## config.mk

```make
export PLATFORM = sky130hd
export DESIGN_NAME = double_moving_average_band_signal_unit_flat
export DESIGN_NICKNAME = d
export VERILOG_FILES = /design/src/rtl/dmab_pkg.sv /design/src/rtl/dmab_ifs.sv /design/src/rtl/dmab_window.sv /design/src/rtl/dmab_cdiv.sv /design/src/rtl/dmab_signal.sv /design/src/rtl/double_moving_average_band_signal_unit.sv /design/src/flat_wrapper.sv
export SDC_FILE = /design/constraint.sdc
export NUM_CORES = 2
export LEC_CHECK = 0
export ABC_CLOCK_PERIOD_IN_PS = 9600
export BUFFER_PORTS_ARGS = -buffer_cell sky130_fd_sc_hd__buf_2
export CORE_MARGIN = 4
export CORE_UTILIZATION = 63
export DETAILED_ROUTE_END_ITERATION = 10
export PLACE_DENSITY = 0.84
export SLEW_MARGIN = 30
export SYNTH_ARGS = -nofsm -noshare
export SYNTH_HDL_FRONTEND = slang
export SYNTH_HIERARCHICAL = 1
export SYNTH_SLANG_ARGS = --single-unit
```

## constraint.sdc

```tcl
create_clock -name clk -period 9.6 [get_ports clk]
set_clock_uncertainty 0.2 [all_clocks]
set_input_delay 1.92 -clock clk [delete_from_list [all_inputs] [get_ports clk]]
set_output_delay 1.92 -clock clk [all_outputs]
set_load 0.03 [all_outputs]
```

## src/rtl/dmab_pkg.sv

```systemverilog
// shared constants and types of the double moving average band signal unit
package dmab_pkg;

  localparam int PRICE_FIELD_W = 32;
  localparam int SIDE_W        = 2;
  localparam int ACTION_W      = 2;
  localparam int SIZE_W        = 32;
  localparam int AVG_W         = 32;
  localparam int BAND_W        = 9;
  localparam int CFG_IDX_W     = 1;
  localparam int CFG_DATA_W    = 32;

  localparam int PRICE_WINDOW_DEF  = 16;
  localparam int SMOOTH_WINDOW_DEF = 8;
  localparam int PRICE_BITS_DEF    = 32;

  localparam int PERMILLE = 1000;

  localparam logic [BAND_W-1:0] BAND_MAX   = 9'd500;
  localparam logic [BAND_W-1:0] BAND_RESET = 9'd20;

  localparam logic [CFG_IDX_W-1:0] CFG_PER_TRADE_SIZE = 1'd0;
  localparam logic [CFG_IDX_W-1:0] CFG_BAND_PERMILLE  = 1'd1;

  localparam logic [SIDE_W-1:0] SIDE_NONE  = 2'd0;
  localparam logic [SIDE_W-1:0] SIDE_LONG  = 2'd1;
  localparam logic [SIDE_W-1:0] SIDE_SHORT = 2'd2;

  localparam logic [ACTION_W-1:0] ACT_NONE  = 2'd0;
  localparam logic [ACTION_W-1:0] ACT_CLOSE = 2'd1;
  localparam logic [ACTION_W-1:0] ACT_LONG  = 2'd2;
  localparam logic [ACTION_W-1:0] ACT_SHORT = 2'd3;

  typedef struct packed {
    logic [SIDE_W-1:0] side;
    logic              price_full;
    logic              smooth_full;
  } ctl_t;

endpackage

```

## src/rtl/dmab_ifs.sv

```systemverilog
// channel interfaces of the double moving average band signal unit
interface dmab_in_if import dmab_pkg::*; ();
  logic                     valid;
  logic                     ready;
  logic [PRICE_FIELD_W-1:0] close_price;
  logic [SIDE_W-1:0]        position_side;

  modport source (output valid, output close_price, output position_side, input ready);
  modport sink (input valid, input close_price, input position_side, output ready);
endinterface

interface dmab_out_if import dmab_pkg::*; ();
  logic                valid;
  logic                ready;
  logic [ACTION_W-1:0] action;
  logic [SIZE_W-1:0]   trade_size;
  logic [AVG_W-1:0]    smoothed_average;
  logic                warmed_up;

  modport source (output valid, output action, output trade_size, output smoothed_average,
                  output warmed_up, input ready);
  modport sink (input valid, input action, input trade_size, input smoothed_average,
                input warmed_up, output ready);
endinterface

interface dmab_cfg_if import dmab_pkg::*; ();
  logic                  valid;
  logic                  ready;
  logic [CFG_IDX_W-1:0]  index;
  logic [CFG_DATA_W-1:0] data;

  modport source (output valid, output index, output data, input ready);
  modport sink (input valid, input index, input data, output ready);
endinterface

```

## src/rtl/dmab_window.sv

```systemverilog
// ring buffer with running sum and fill count, one pipeline stage
module dmab_window import dmab_pkg::*; #(
  parameter int DEPTH = PRICE_WINDOW_DEF,
  parameter int W     = PRICE_BITS_DEF,
  parameter int TW    = 8
) (
  input  logic                        clk,
  input  logic                        rst_n,
  input  logic                        s_valid,
  output logic                        s_ready,
  input  logic                        s_push,
  input  logic [W-1:0]                s_val,
  input  logic [TW-1:0]               s_tag,
  output logic                        m_valid,
  input  logic                        m_ready,
  output logic [W+$clog2(DEPTH)-1:0]  m_sum,
  output logic                        m_full,
  output logic [TW-1:0]               m_tag
);

  localparam int SW = W + $clog2(DEPTH);
  localparam int AW = (DEPTH > 1) ? $clog2(DEPTH) : 1;
  localparam int FW = $clog2(DEPTH + 1);

  logic [W-1:0]  ring_mem [DEPTH];
  logic [W-1:0]  old_r;
  logic [AW-1:0] slot_r;
  logic [AW-1:0] slot_nxt;
  logic [FW-1:0] fill_r;
  logic [FW-1:0] fill_nxt;
  logic [SW-1:0] sum_r;
  logic [SW-1:0] sum_nxt;
  logic [TW-1:0] tag_r;
  logic          v_r;
  logic          full_now;
  logic          take;
  logic          upd;

  assign s_ready  = !v_r || m_ready;
  assign take     = s_valid && s_ready;
  assign upd      = take && s_push;
  assign full_now = (fill_r == FW'(DEPTH));
  assign slot_nxt = (slot_r == AW'(DEPTH - 1)) ? '0 : slot_r + 1'b1;
  assign fill_nxt = full_now ? fill_r : fill_r + 1'b1;
  assign sum_nxt  = (sum_r - (full_now ? SW'(old_r) : '0)) + SW'(s_val);

  assign m_valid = v_r;
  assign m_sum   = sum_r;
  assign m_full  = full_now;
  assign m_tag   = tag_r;

  always_ff @(posedge clk) begin
    if (!rst_n) begin
      v_r    <= 1'b0;
      slot_r <= '0;
      fill_r <= '0;
      sum_r  <= '0;
    end else begin
      if (s_ready) begin
        v_r <= s_valid;
      end
      if (upd) begin
        slot_r <= slot_nxt;
        fill_r <= fill_nxt;
        sum_r  <= sum_nxt;
      end
    end
  end

  // prefetch the entry that the next push replaces
  always_ff @(posedge clk) begin
    if (upd) begin
      ring_mem[slot_r] <= s_val;
      old_r <= (slot_nxt == slot_r) ? s_val : ring_mem[slot_nxt];
    end
  end

  always_ff @(posedge clk) begin
    if (take) begin
      tag_r <= s_tag;
    end
  end

endmodule

```

## src/rtl/dmab_cdiv.sv

```systemverilog
// two stage divider by a constant window size
module dmab_cdiv import dmab_pkg::*; #(
  parameter int W  = 36,
  parameter int N  = PRICE_WINDOW_DEF,
  parameter int TW = 8
) (
  input  logic                      clk,
  input  logic                      rst_n,
  input  logic                      s_valid,
  output logic                      s_ready,
  input  logic [W-1:0]              s_x,
  input  logic [TW-1:0]             s_tag,
  output logic                      m_valid,
  input  logic                      m_ready,
  output logic [W-$clog2(N)-1:0]    m_q,
  output logic [TW-1:0]             m_tag
);

  localparam int CL = $clog2(N);
  localparam int QW = W - CL;

  logic          va_r;
  logic          vb_r;
  logic          rdy_a;
  logic          rdy_b;
  logic          load_a;
  logic          load_b;
  logic [TW-1:0] ta_r;
  logic [TW-1:0] tb_r;
  logic [QW-1:0] q_r;

  assign rdy_b   = !vb_r || m_ready;
  assign rdy_a   = !va_r || rdy_b;
  assign s_ready = rdy_a;
  assign load_a  = s_valid && rdy_a;
  assign load_b  = va_r && rdy_b;
  assign m_valid = vb_r;
  assign m_q     = q_r;
  assign m_tag   = tb_r;

  always_ff @(posedge clk) begin
    if (!rst_n) begin
      va_r <= 1'b0;
      vb_r <= 1'b0;
    end else begin
      if (rdy_a) begin
        va_r <= s_valid;
      end
      if (rdy_b) begin
        vb_r <= va_r;
      end
    end
  end

  always_ff @(posedge clk) begin
    if (load_a) begin
      ta_r <= s_tag;
    end
    if (load_b) begin
      tb_r <= ta_r;
    end
  end

  if (N == (1 << CL)) begin : g_shift
    logic [W-1:0] xa_r;

    always_ff @(posedge clk) begin
      if (load_a) begin
        xa_r <= s_x;
      end
      if (load_b) begin
        q_r <= QW'(xa_r >> CL);
      end
    end
  end else begin : g_recip
    // floor(x / N) = (x * ceil(2^S / N)) >> S, exact for x below 2^W
    localparam int S  = W + CL;
    localparam int MW = W + 2;
    localparam int XL = (W + 1) / 2;
    localparam int XH = W - XL;
    localparam int ML = (MW + 1) / 2;
    localparam int MH = MW - ML;
    localparam int PRW = W + MW;
    localparam logic [63:0] TWO_S = 64'd1 << S;
    localparam logic [63:0] MRC64 = (TWO_S + 64'(N) - 64'd1) / 64'(N);
    localparam logic [MW-1:0] MRC = MRC64[MW-1:0];
    localparam logic [ML-1:0] M_LO = MRC[ML-1:0];
    localparam logic [MH-1:0] M_HI = MRC[MW-1:ML];

    logic [XL+ML-1:0] pp_ll_r;
    logic [XL+MH-1:0] pp_lh_r;
    logic [XH+ML-1:0] pp_hl_r;
    logic [XH+MH-1:0] pp_hh_r;
    logic [PRW-1:0]   prod;

    assign prod = PRW'(pp_ll_r) + (PRW'(pp_lh_r) << ML) + (PRW'(pp_hl_r) << XL)
                + (PRW'(pp_hh_r) << (XL + ML));

    always_ff @(posedge clk) begin
      if (load_a) begin
        pp_ll_r <= (XL+ML)'(s_x[XL-1:0]) * (XL+ML)'(M_LO);
        pp_lh_r <= (XL+MH)'(s_x[XL-1:0]) * (XL+MH)'(M_HI);
        pp_hl_r <= (XH+ML)'(s_x[W-1:XL]) * (XH+ML)'(M_LO);
        pp_hh_r <= (XH+MH)'(s_x[W-1:XL]) * (XH+MH)'(M_HI);
      end
      if (load_b) begin
        q_r <= QW'(prod >> S);
      end
    end
  end

endmodule

```

## src/rtl/dmab_signal.sv

```systemverilog
// band products, crossover decision and result register
module dmab_signal import dmab_pkg::*; #(
  parameter int PW = PRICE_BITS_DEF
) (
  input  logic                clk,
  input  logic                rst_n,
  input  logic                s_valid,
  output logic                s_ready,
  input  logic [PW-1:0]       s_price,
  input  logic [PW-1:0]       s_avg,
  input  ctl_t                s_ctl,
  input  logic [BAND_W-1:0]   band,
  input  logic [SIZE_W-1:0]   size_cfg,
  output logic                m_valid,
  input  logic                m_ready,
  output logic [ACTION_W-1:0] m_action,
  output logic [SIZE_W-1:0]   m_trade_size,
  output logic [AVG_W-1:0]    m_avg,
  output logic                m_warm
);

  localparam int PRW = PW + 11;

  logic                va_r;
  logic                vb_r;
  logic                rdy_a;
  logic                rdy_b;
  logic [BAND_W-1:0]   band_sat;
  logic [PW-1:0]       price_r;
  logic [PW-1:0]       avg_r;
  logic [SIDE_W-1:0]   side_r;
  logic                warm_r;
  logic [PRW-1:0]      p1000_r;
  logic [PRW-1:0]      upper_r;
  logic [PRW-1:0]      lower_r;
  logic [ACTION_W-1:0] act;
  logic [ACTION_W-1:0] action_r;
  logic [SIZE_W-1:0]   size_r;
  logic [AVG_W-1:0]    avg_out_r;
  logic                warm_out_r;

  assign rdy_b    = !vb_r || m_ready;
  assign rdy_a    = !va_r || rdy_b;
  assign s_ready  = rdy_a;
  assign band_sat = (band > BAND_MAX) ? BAND_MAX : band;

  assign m_valid      = vb_r;
  assign m_action     = action_r;
  assign m_trade_size = size_r;
  assign m_avg        = avg_out_r;
  assign m_warm       = warm_out_r;

  always_comb begin
    act = ACT_NONE;
    case (side_r)
      SIDE_LONG: begin
        if (price_r < avg_r) act = ACT_CLOSE;
      end
      SIDE_SHORT: begin
        if (price_r > avg_r) act = ACT_CLOSE;
      end
      SIDE_NONE: begin
        if (p1000_r > upper_r) act = ACT_LONG;
        else if (p1000_r < lower_r) act = ACT_SHORT;
      end
      default: act = ACT_NONE;
    endcase
    if (!warm_r) act = ACT_NONE;
  end

  always_ff @(posedge clk) begin
    if (!rst_n) begin
      va_r <= 1'b0;
      vb_r <= 1'b0;
    end else begin
      if (rdy_a) begin
        va_r <= s_valid;
      end
      if (rdy_b) begin
        vb_r <= va_r;
      end
    end
  end

  always_ff @(posedge clk) begin
    if (s_valid && rdy_a) begin
      price_r <= s_price;
      avg_r   <= s_avg;
      side_r  <= s_ctl.side;
      warm_r  <= s_ctl.price_full && s_ctl.smooth_full;
      p1000_r <= PRW'(s_price) * PRW'(PERMILLE);
      upper_r <= PRW'(s_avg) * (PRW'(PERMILLE) + PRW'(band_sat));
      lower_r <= PRW'(s_avg) * (PRW'(PERMILLE) - PRW'(band_sat));
    end
    if (va_r && rdy_b) begin
      action_r   <= act;
      size_r     <= (act == ACT_LONG || act == ACT_SHORT) ? size_cfg : '0;
      avg_out_r  <= warm_r ? AVG_W'(avg_r) : '0;
      warm_out_r <= warm_r;
    end
  end

endmodule

```

## src/rtl/double_moving_average_band_signal_unit.sv

```systemverilog
// top level of the double moving average band signal unit
//
// in_chan carries one bar per transaction: close price and open position side.
// out_chan returns exactly one result per bar: action, trade size, smoothed
// average and the warmed-up flag. cfg_chan writes per_trade_size (index 0)
// and band_permille (index 1); it is always ready. The user must write it
// only while idle; the unit does not enforce this. The unit accepts one bar
// per cycle while out_chan takes results. A bar passes the price window, two
// divider stages, smoothing window, two divider stages, band products and
// the result register. Each running sum closes its loop on its own register,
// which sets that rate. Each stage holds its item while the next one is full,
// so a stalled receiver fills the pipeline and in_chan.ready drops only once
// every stage holds a bar. Reset empties the pipeline and both windows, sets
// per_trade_size to 0 and band_permille to 20; ring contents are not cleared
// since an entry is only read back after it has been written.
module double_moving_average_band_signal_unit import dmab_pkg::*; #(
  parameter int PRICE_WINDOW  = PRICE_WINDOW_DEF,
  parameter int SMOOTH_WINDOW = SMOOTH_WINDOW_DEF,
  parameter int PRICE_BITS    = PRICE_BITS_DEF
) (
  input  logic        clk,
  input  logic        rst_n,
  dmab_in_if.sink     in_chan,
  dmab_out_if.source  out_chan,
  dmab_cfg_if.sink    cfg_chan
);

  localparam int PW  = (PRICE_BITS < PRICE_FIELD_W) ? PRICE_BITS : PRICE_FIELD_W;
  localparam int PSW = PW + $clog2(PRICE_WINDOW);
  localparam int SSW = PW + $clog2(SMOOTH_WINDOW);
  localparam int TW  = PW + $bits(ctl_t);

  logic [SIZE_W-1:0] size_cfg_r;
  logic [BAND_W-1:0] band_cfg_r;

  logic [TW-1:0]  in_tag;
  logic           w1_valid;
  logic           w1_ready;
  logic [PSW-1:0] w1_sum;
  logic           w1_full;
  logic [TW-1:0]  w1_tag;
  logic [PW-1:0]  w1_price;
  ctl_t           w1_ctl;
  logic [TW-1:0]  d1_in_tag;
  logic           d1_valid;
  logic           d1_ready;
  logic [PW-1:0]  d1_q;
  logic [TW-1:0]  d1_tag;
  logic [PW-1:0]  d1_price;
  ctl_t           d1_ctl;
  logic           w2_valid;
  logic           w2_ready;
  logic [SSW-1:0] w2_sum;
  logic           w2_full;
  logic [TW-1:0]  w2_tag;
  logic [PW-1:0]  w2_price;
  ctl_t           w2_ctl;
  logic [TW-1:0]  d2_in_tag;
  logic           d2_valid;
  logic           d2_ready;
  logic [PW-1:0]  d2_q;
  logic [TW-1:0]  d2_tag;
  logic [PW-1:0]  d2_price;
  ctl_t           d2_ctl;
  logic           in_ready;

  assign cfg_chan.ready = 1'b1;

  always_ff @(posedge clk) begin
    if (!rst_n) begin
      size_cfg_r <= '0;
      band_cfg_r <= BAND_RESET;
    end else if (cfg_chan.valid) begin
      case (cfg_chan.index)
        CFG_PER_TRADE_SIZE: size_cfg_r <= cfg_chan.data;
        CFG_BAND_PERMILLE:  band_cfg_r <= cfg_chan.data[BAND_W-1:0];
        default: ;
      endcase
    end
  end

  assign in_chan.ready = in_ready;
  assign in_tag = {in_chan.close_price[PW-1:0],
                   ctl_t'{side: in_chan.position_side, price_full: 1'b0, smooth_full: 1'b0}};

  dmab_window #(.DEPTH(PRICE_WINDOW), .W(PW), .TW(TW)) u_price_win (
    .clk     (clk),
    .rst_n   (rst_n),
    .s_valid (in_chan.valid),
    .s_ready (in_ready),
    .s_push  (1'b1),
    .s_val   (in_chan.close_price[PW-1:0]),
    .s_tag   (in_tag),
    .m_valid (w1_valid),
    .m_ready (w1_ready),
    .m_sum   (w1_sum),
    .m_full  (w1_full),
    .m_tag   (w1_tag)
  );

  assign {w1_price, w1_ctl} = w1_tag;
  assign d1_in_tag = {w1_price,
                      ctl_t'{side: w1_ctl.side, price_full: w1_full, smooth_full: 1'b0}};

  dmab_cdiv #(.W(PSW), .N(PRICE_WINDOW), .TW(TW)) u_price_div (
    .clk     (clk),
    .rst_n   (rst_n),
    .s_valid (w1_valid),
    .s_ready (w1_ready),
    .s_x     (w1_sum),
    .s_tag   (d1_in_tag),
    .m_valid (d1_valid),
    .m_ready (d1_ready),
    .m_q     (d1_q),
    .m_tag   (d1_tag)
  );

  assign {d1_price, d1_ctl} = d1_tag;

  // the smoothing window only moves once the price window is full
  dmab_window #(.DEPTH(SMOOTH_WINDOW), .W(PW), .TW(TW)) u_smooth_win (
    .clk     (clk),
    .rst_n   (rst_n),
    .s_valid (d1_valid),
    .s_ready (d1_ready),
    .s_push  (d1_ctl.price_full),
    .s_val   (d1_q),
    .s_tag   (d1_tag),
    .m_valid (w2_valid),
    .m_ready (w2_ready),
    .m_sum   (w2_sum),
    .m_full  (w2_full),
    .m_tag   (w2_tag)
  );

  assign {w2_price, w2_ctl} = w2_tag;
  assign d2_in_tag = {w2_price,
                      ctl_t'{side: w2_ctl.side, price_full: w2_ctl.price_full,
                             smooth_full: w2_full}};

  dmab_cdiv #(.W(SSW), .N(SMOOTH_WINDOW), .TW(TW)) u_smooth_div (
    .clk     (clk),
    .rst_n   (rst_n),
    .s_valid (w2_valid),
    .s_ready (w2_ready),
    .s_x     (w2_sum),
    .s_tag   (d2_in_tag),
    .m_valid (d2_valid),
    .m_ready (d2_ready),
    .m_q     (d2_q),
    .m_tag   (d2_tag)
  );

  assign {d2_price, d2_ctl} = d2_tag;

  dmab_signal #(.PW(PW)) u_signal (
    .clk          (clk),
    .rst_n        (rst_n),
    .s_valid      (d2_valid),
    .s_ready      (d2_ready),
    .s_price      (d2_price),
    .s_avg        (d2_q),
    .s_ctl        (d2_ctl),
    .band         (band_cfg_r),
    .size_cfg     (size_cfg_r),
    .m_valid      (out_chan.valid),
    .m_ready      (out_chan.ready),
    .m_action     (out_chan.action),
    .m_trade_size (out_chan.trade_size),
    .m_avg        (out_chan.smoothed_average),
    .m_warm       (out_chan.warmed_up)
  );

endmodule
```

## src/flat_wrapper.sv

```systemverilog
// flat-port wrapper written by rule: the top's interface ports become plain ports
module double_moving_average_band_signal_unit_flat import dmab_pkg::*;
#(
  parameter int PRICE_WINDOW  = PRICE_WINDOW_DEF,
  parameter int SMOOTH_WINDOW = SMOOTH_WINDOW_DEF,
  parameter int PRICE_BITS    = PRICE_BITS_DEF
)
  (clk, rst_n, in_chan_valid, in_chan_close_price, in_chan_position_side, in_chan_ready, out_chan_valid, out_chan_action, out_chan_trade_size, out_chan_smoothed_average, out_chan_warmed_up, out_chan_ready, cfg_chan_valid, cfg_chan_index, cfg_chan_data, cfg_chan_ready);
  dmab_in_if in_chan_i ();
  dmab_out_if out_chan_i ();
  dmab_cfg_if cfg_chan_i ();
  input  logic clk;
  input  logic rst_n;
  input wire logic [$bits(in_chan_i.valid)-1:0] in_chan_valid;
  input wire logic [$bits(in_chan_i.close_price)-1:0] in_chan_close_price;
  input wire logic [$bits(in_chan_i.position_side)-1:0] in_chan_position_side;
  output wire logic [$bits(in_chan_i.ready)-1:0] in_chan_ready;
  output wire logic [$bits(out_chan_i.valid)-1:0] out_chan_valid;
  output wire logic [$bits(out_chan_i.action)-1:0] out_chan_action;
  output wire logic [$bits(out_chan_i.trade_size)-1:0] out_chan_trade_size;
  output wire logic [$bits(out_chan_i.smoothed_average)-1:0] out_chan_smoothed_average;
  output wire logic [$bits(out_chan_i.warmed_up)-1:0] out_chan_warmed_up;
  input wire logic [$bits(out_chan_i.ready)-1:0] out_chan_ready;
  input wire logic [$bits(cfg_chan_i.valid)-1:0] cfg_chan_valid;
  input wire logic [$bits(cfg_chan_i.index)-1:0] cfg_chan_index;
  input wire logic [$bits(cfg_chan_i.data)-1:0] cfg_chan_data;
  output wire logic [$bits(cfg_chan_i.ready)-1:0] cfg_chan_ready;
  assign in_chan_i.valid = in_chan_valid;
  assign in_chan_i.close_price = in_chan_close_price;
  assign in_chan_i.position_side = in_chan_position_side;
  assign in_chan_ready = in_chan_i.ready;
  assign out_chan_valid = out_chan_i.valid;
  assign out_chan_action = out_chan_i.action;
  assign out_chan_trade_size = out_chan_i.trade_size;
  assign out_chan_smoothed_average = out_chan_i.smoothed_average;
  assign out_chan_warmed_up = out_chan_i.warmed_up;
  assign out_chan_i.ready = out_chan_ready;
  assign cfg_chan_i.valid = cfg_chan_valid;
  assign cfg_chan_i.index = cfg_chan_index;
  assign cfg_chan_i.data = cfg_chan_data;
  assign cfg_chan_ready = cfg_chan_i.ready;
  double_moving_average_band_signal_unit #(.PRICE_WINDOW(PRICE_WINDOW), .SMOOTH_WINDOW(SMOOTH_WINDOW), .PRICE_BITS(PRICE_BITS)) u_core (.clk(clk), .rst_n(rst_n), .in_chan(in_chan_i), .out_chan(out_chan_i), .cfg_chan(cfg_chan_i));
endmodule
```

======== Yosys cells after proc, flatten, opt, wreduce, memory -nomap -nowiden ========
Memories as Yosys holds them, arrays and structs flattened. A register that Yosys moved wholly into a read port is not among the register bits.
Index checks and enable logic that the tools add are counted.
word-level totals
  input bits .............................. 72
  memory bits (writable) .................. 768
  logic and storage cells ................. 115
  bits in registers ....................... 741
  bits in latches ......................... 0
  ROM bits ................................ 0
  memories ................................ 2
  output and inout port bits .............. 70
memories
  memory                        words  width  read ports  clocked after Yosys merged registers in  wr ports  line               text
  u_core.u_price_win.ring_mem   16     32     1           1                                        1         dmab_window.sv:25  logic [W-1:0] ring_mem [DEPTH];
  u_core.u_smooth_win.ring_mem  8      32     1           1                                        1         dmab_window.sv:25
cells by class
  muxes and demuxes ....................... 15
  equal/unequal tests ..................... 8
  shift-type cells ........................ 0
  add/sub/neg operators ................... 10
  bitwise operators ....................... 3
  div/mod/pow operators ................... 0
  $mul .................................... 3
  reductions and logical operators ........ 32
  order comparisons ....................... 5
operator list
  operator                                               number
  2-to-1 mux 32 bit                                      2
  greater-than comparator 42 x 43 -> 1 bit               1
  < comparator 42 x 43 -> 1 bit                          1
  multiplier 32 x 11 -> 43 bit                           1
  multiplier 33 x 11 -> 43 bit                           1
  multiplier 32 x 7 -> 39 bit (second input constant)    1
  adder 36 x 32 -> 36 bit                                1
  subtractor 36 x 32 -> 36 bit                           1
  adder 35 x 32 -> 35 bit                                1
  subtractor 35 x 32 -> 35 bit                           1
  greater-than comparator 32 bit                         1
  < comparator 32 bit                                    1
  adder 10 x 9 -> 11 bit (first input constant)          1
  subtractor 10 x 9 -> 11 bit (first input constant)     1
  logical AND 1 bit                                      10
  greater-than comparator 9 bit (second input constant)  1
  logical OR 1 bit                                       9
  2-to-1 mux 9 bit                                       1
  adder 4 x 1 -> 4 bit (second input constant)           2
  == test 4 bit (second input constant)                  2
  logical NOT 1 bit                                      8
  AND reduction 2 bit                                    4
  == test 2 bit (second input constant)                  3
  2-to-1 mux 1 bit                                       6
  other kinds (11)                                       15

======== Logic depth before layout (Yosys ltp) ========
  depth in word-level cells ............... 12
  mapped depth ............................ 34
  mapped depth without buffers ............ 30

======== By module ========
The synthesis kept the hierarchy.
by module, submodules not included
  module                                  cells each  instances  area an instance (µm²)  seq. area each (µm²)
  dmab_signal                             3742        1          37457.2                 7727.4
  dmab_window at u_core.u_price_win       1645        1          26703.1                 18337.6
  dmab_window at u_core.u_smooth_win      1110        1          16510.8                 10590.2
  dmab_cdiv                               145         2          4187.8                  4124.0
  double_moving_average_band_signal_unit  175         1          1669.1                  820.8

======== Worst setup path after synthesis ========
Ideal clock, no wire load.
  kind .................................... input to register
  from .................................... input out_chan_ready
  to ...................................... memory u_core/u_smooth_win/ring_mem[0][0] (netlist name), enable pin
  buffers on the path ..................... 2
  arrival time ............................ 7271 ps
  setup slack ............................. 1628 ps
  setup time .............................. 501 ps
  cell stages on the path ................. 9
  data required time ...................... 8899 ps
  cell sequence ........................... nor2b_1 nand2_1 nand3b_4 nand2b_1 and2_1 nand2_1 clkbuf_1 buf_1 nor4_1
between the ends
  cells in the longest elaborated chain, start to end .. 9
ends and longest elaborated chain
  item                                    line                                          text
  from (decl)                             flat_wrapper.sv:23                            input wire logic [$bits(out_chan_i.ready)-1:0] out_chan_ready;
  logical OR 1 bit                        dmab_signal.sv:42                             assign rdy_b = !vb_r || m_ready;
  logical OR 1 bit                        dmab_signal.sv:43                             assign rdy_a = !va_r || rdy_b;
  via u_core.d2_ready                     double_moving_average_band_signal_unit.sv:60  logic d2_ready;
  logical OR 1 bit                        dmab_cdiv.sv:32                               assign rdy_b = !vb_r || m_ready;
  logical OR 1 bit                        dmab_cdiv.sv:33                               assign rdy_a = !va_r || rdy_b;
  via u_core.w2_ready                     double_moving_average_band_signal_unit.sv:52  logic w2_ready;
  logical OR 1 bit                        dmab_window.sv:39                             assign s_ready = !v_r || m_ready;
  via u_core.d1_ready                     double_moving_average_band_signal_unit.sv:46  logic d1_ready;
  logical AND 1 bit                       dmab_window.sv:40                             assign take = s_valid && s_ready;
  via u_core.u_smooth_win.take            dmab_window.sv:36                             logic take;
  logical AND 1 bit                       dmab_window.sv:41                             assign upd = take && s_push;
  2-to-1 mux 1 bit                        dmab_window.sv:72                             if (upd) begin
  2-to-1 mux 1 bit (implied by the code)  dmab_window.sv:73                             ring_mem[slot_r] <= s_val;
  to (decl)                               dmab_window.sv:25
The timed path passes the listed nets, and every way through them passes these cells.

======== Worst setup path after layout ========
  from .................................... register u_core.band_cfg_r[7]
  to ...................................... register u_core.u_signal.lower_r[41] (data pin)
between the ends
  cells in the longest elaborated chain, start to end .. 4
ends and longest elaborated chain
  item                              line                                          text
  from (decl)                       double_moving_average_band_signal_unit.sv:34  logic [BAND_W-1:0] band_cfg_r;
  from (signal assigned)            double_moving_average_band_signal_unit.sv:76  CFG_BAND_PERMILLE: band_cfg_r <= cfg_chan.data[BAND_W-1:0];
  greater-than comparator 9 bit     dmab_signal.sv:45                             assign band_sat = (band > BAND_MAX) ? BAND_MAX : band;
  2-to-1 mux 9 bit (*)              dmab_signal.sv:45
  subtractor 10 x 9 -> 11 bit (*)   dmab_signal.sv:93                             lower_r <= PRW'(s_avg) * (PRW'(PERMILLE) - PRW'(band_sat));
  multiplier 33 x 11 -> 43 bit (*)  dmab_signal.sv:93
  to (signal assigned)              dmab_signal.sv:93
  to (decl)                         dmab_signal.sv:35                             logic [PRW-1:0] lower_r;
Mark *: on every way between the ends. The rest lies on a longest branch, timed or not.
A chain may end at the register's enable or synchronous reset.

==> flow_summary.json <==
{
  "tritoncts.num_buffers": 153,
  "crit_path_top_delay_cell": "sky130_fd_sc_hd__fa_1",
  "grt_pass1_wl_um": 355000,
  "layout-area-overhead-vs-synth_pct": 9.69,
  "ctsHtreeMaxLevel": 4,
  "number_of_antenna_violations_at_the_first_check_in_global_routing": 18,
  "finalCritPeriodShare_pct": 86.4,
  "clkLatencyLatePin_ns": 0.83,
  "outcome": "finished, final reports clean",
  "sequentialPowerShare_pct": 32.8,
  "max_cap_violations": 0,
  "final_nets": 8317,
  "tns_ns": 0,
  "post-cts-setup-buffer-count": 0,
  "detail-route-antenna-nets": 0,
  "globalRouteTotalUtil_pct": 30.9,
  "place.detailed.hpwl_um": 149000,
  "crit_path_category": "reg2reg",
  "worst_slew_margin_rel_pct": 31.5,
  "min_path_type": "reg2reg",
  "die-area_um2": 150000,
  "fillers": 8658,
  "critical_path.most_common_cell": "sky130_fd_sc_hd__fa_1",
  "synthesis.yosys.warnings": 6,
  "critPathLaunchType": "flop",
  "cts_resized": 0,
  "largest_fanout_of_any_net_on_the_critical_path": 20,
  "routabilityCongestion": 0.928,
  "timing_hold_violations_final": 0,
  "net-switching-power_w": 0.00904,
  "grt_setup_unrepaired": "no",
  "clock_sinks": 1563,
  "crit_path_end_kind": "flop",
  "power.share.combinational_pct": 41.9,
  "initial_utilization_pct": 63.7,
  "post_route_cells_drive_above_1_share_pct": 11.5,
  "grt_max_degree": 82,
  "final_core_util_pct": 69.9,
  "drt_drc_violations_left": 0,
  "worst_ep_arrival_time_ns": 8.58,
  "cts_stage_hold_buffer_count": 0,
  "number_of_pins_exceeding_their_max_slew_limit_in_the_final_report": 0,
  "vdd_ir_drop_max_mv": 0.390,
  "drt-pass1-iter-count": 8,
  "row_count": 138,
  "required_ns": 9.89,
  "avgRoutedWirePerCell_um": 25.3,
  "hold_slack_ns": 0.198,
  "routed_wirelength_um": 230000,
  "power_density_nw_per_um2": 250,
  "synth_area_um2": 90600,
  "multi_input_comb_area_um2": 40300,
  "synthesis.instances": 6956,
  "netSwitchingFraction_pct": 36.5,
  "drt-initial-drc-count": 6565,
  "internal-power_w": 0.0157,
  "num_io_pins": 142,
  "io_buffer_count": 140,
  "grt-ovfl-total": 0,
  "detail_route.vias_per_cell": 6.31,
  "critical-path-max-stage-delay_ns": 0.59,
  "die_width_um": 387,
  "clk_path_buf_depth": 3,
  "die_height_um": 387,
  "clk_pin_slew_ns": 0.07,
  "final_period_minus_worst_setup_slack_ns": 8.29,
  "max_slew.worst_pin.slew_ns": 1.03,
  "finalSetupViolCount": 0,
  "cts_root_buf": "sky130_fd_sc_hd__clkbuf_16",
  "leakagePower_nw": 40.0,
  "seqCellArea_um2": 45600,
  "via_count_of_the_first_global_routing_pass": 60169,
  "clock_power_share_pct": 25.2,
  "core_area_um2": 142000,
  "syn_avg_cell_area_um2": 13.0,
  "max_freq_ghz": 0.121,
  "num_vias": 57575,
  "cts_tree": "built"
}
-- sequential cells by signal, indices dropped and copies added (netlist names), 34 cells and up --
register / cells
u_core/u_price_win/ring_mem: 512
u_core/u_smooth_win/ring_mem: 256
u_core/u_signal/upper_r: 43
u_core/u_signal/lower_r: 42
u_core/u_signal/p1000_r: 37
u_core/u_price_win/m_sum: 36
u_core/u_smooth_div/m_tag: 36
u_core/u_smooth_div/ta_r: 36
u_core/u_price_div/m_tag: 35
u_core/u_price_div/ta_r: 35
u_core/u_smooth_win/m_sum: 35
u_core/u_smooth_win/m_tag: 35
u_core/u_price_win/m_tag: 34
-- per-layer routing --
metal	part of all wire (%)	up-vias	global-route usage, %
li1	-	24150	-
met1	35	28686	38.8
met2	49	3829	50.9
met3	10	902	6.21
met4	6.6	8	17.3
met5	0.023	-	0
-- cell usage in the layout, fill, tap and decap left out, drive strengths merged, types with 73 or more instances in the layout --
cell type,n
ha,467
mux4,188
nor2,143
a21o,113
fa,691
and2,381
nand2,731
nor2b,73
clkbuf,197
dfxtp,136
a21oi,256
xnor2,110
o21ai,118
inv,1050
edfxtp,1427
buf,257
-- final timing paths --
| kind | slack [ns] | depth (start not counted) | to | from |
|---|---|---|---|---|
| worst max-delay path | 1.31 | 29 | u_core/u_signal/lower_r[41] | u_core/band_cfg_r[7] |
| worst min-delay path | 0.20 | 0 | u_core/u_smooth_div/m_q[2] | u_core/u_smooth_div/g_shift.xa_r[5] |
| worst max register to register | 1.31 | 29 | u_core/u_signal/lower_r[41] | u_core/band_cfg_r[7] |
| worst min register to register | 0.20 | 0 | u_core/u_smooth_div/m_q[2] | u_core/u_smooth_div/g_shift.xa_r[5] |
-- worst max-delay path, delay by kind of cell (launching register included) --
family,cells,cell delay (ns)
AOI/OAI and AO/OA,7,1.60
xor gates and xnor gates,1,0.43
adders and majority gates,7,3.18
buffers and inverters,5,0.50
DFF,1,0.57
and+or+nand+nor,9,1.48
-- power groups by stage --
stage	logic [W]	clock network, W	registers [W]
finish	0.0104	0.00626	0.00814
global route	0.0115	0.00664	0.00814
global placement	0.00979	0	0.00826
floorplan	0.00782	0	0.00821
detailed placement	0.0100	0	0.00827
CTS	0.0102	0.00632	0.00813
-- final cells by class --
cell class                      count  area share, %
Clock buffer                      196           4.15
Antenna cell                       10         0.0252
Inverter                         1041           3.93
Multi-Input combinational cell   4070           40.6
Sequential cell                  1563           45.9
Tap cell                         1890           2.38
Clock inverter                     91           1.18
Timing Repair Buffer              258           1.87
-- stage by stage --
step	area, um^2	power [W]	instances	worst slack [ns]
4_1_cts	99100	0.0247	9099	1.07
6_report	99300	0.0248	9119	1.31
3_5_place_dp	93900	0.0183	8812	1.13
3_3_place_gp	93500	0.0181	8792	1.38
5_1_grt	99300	0.0263	9115	0.812
2_1_floorplan	90600	0.0160	6957	1.66
(Power assumes the default switching activity.)
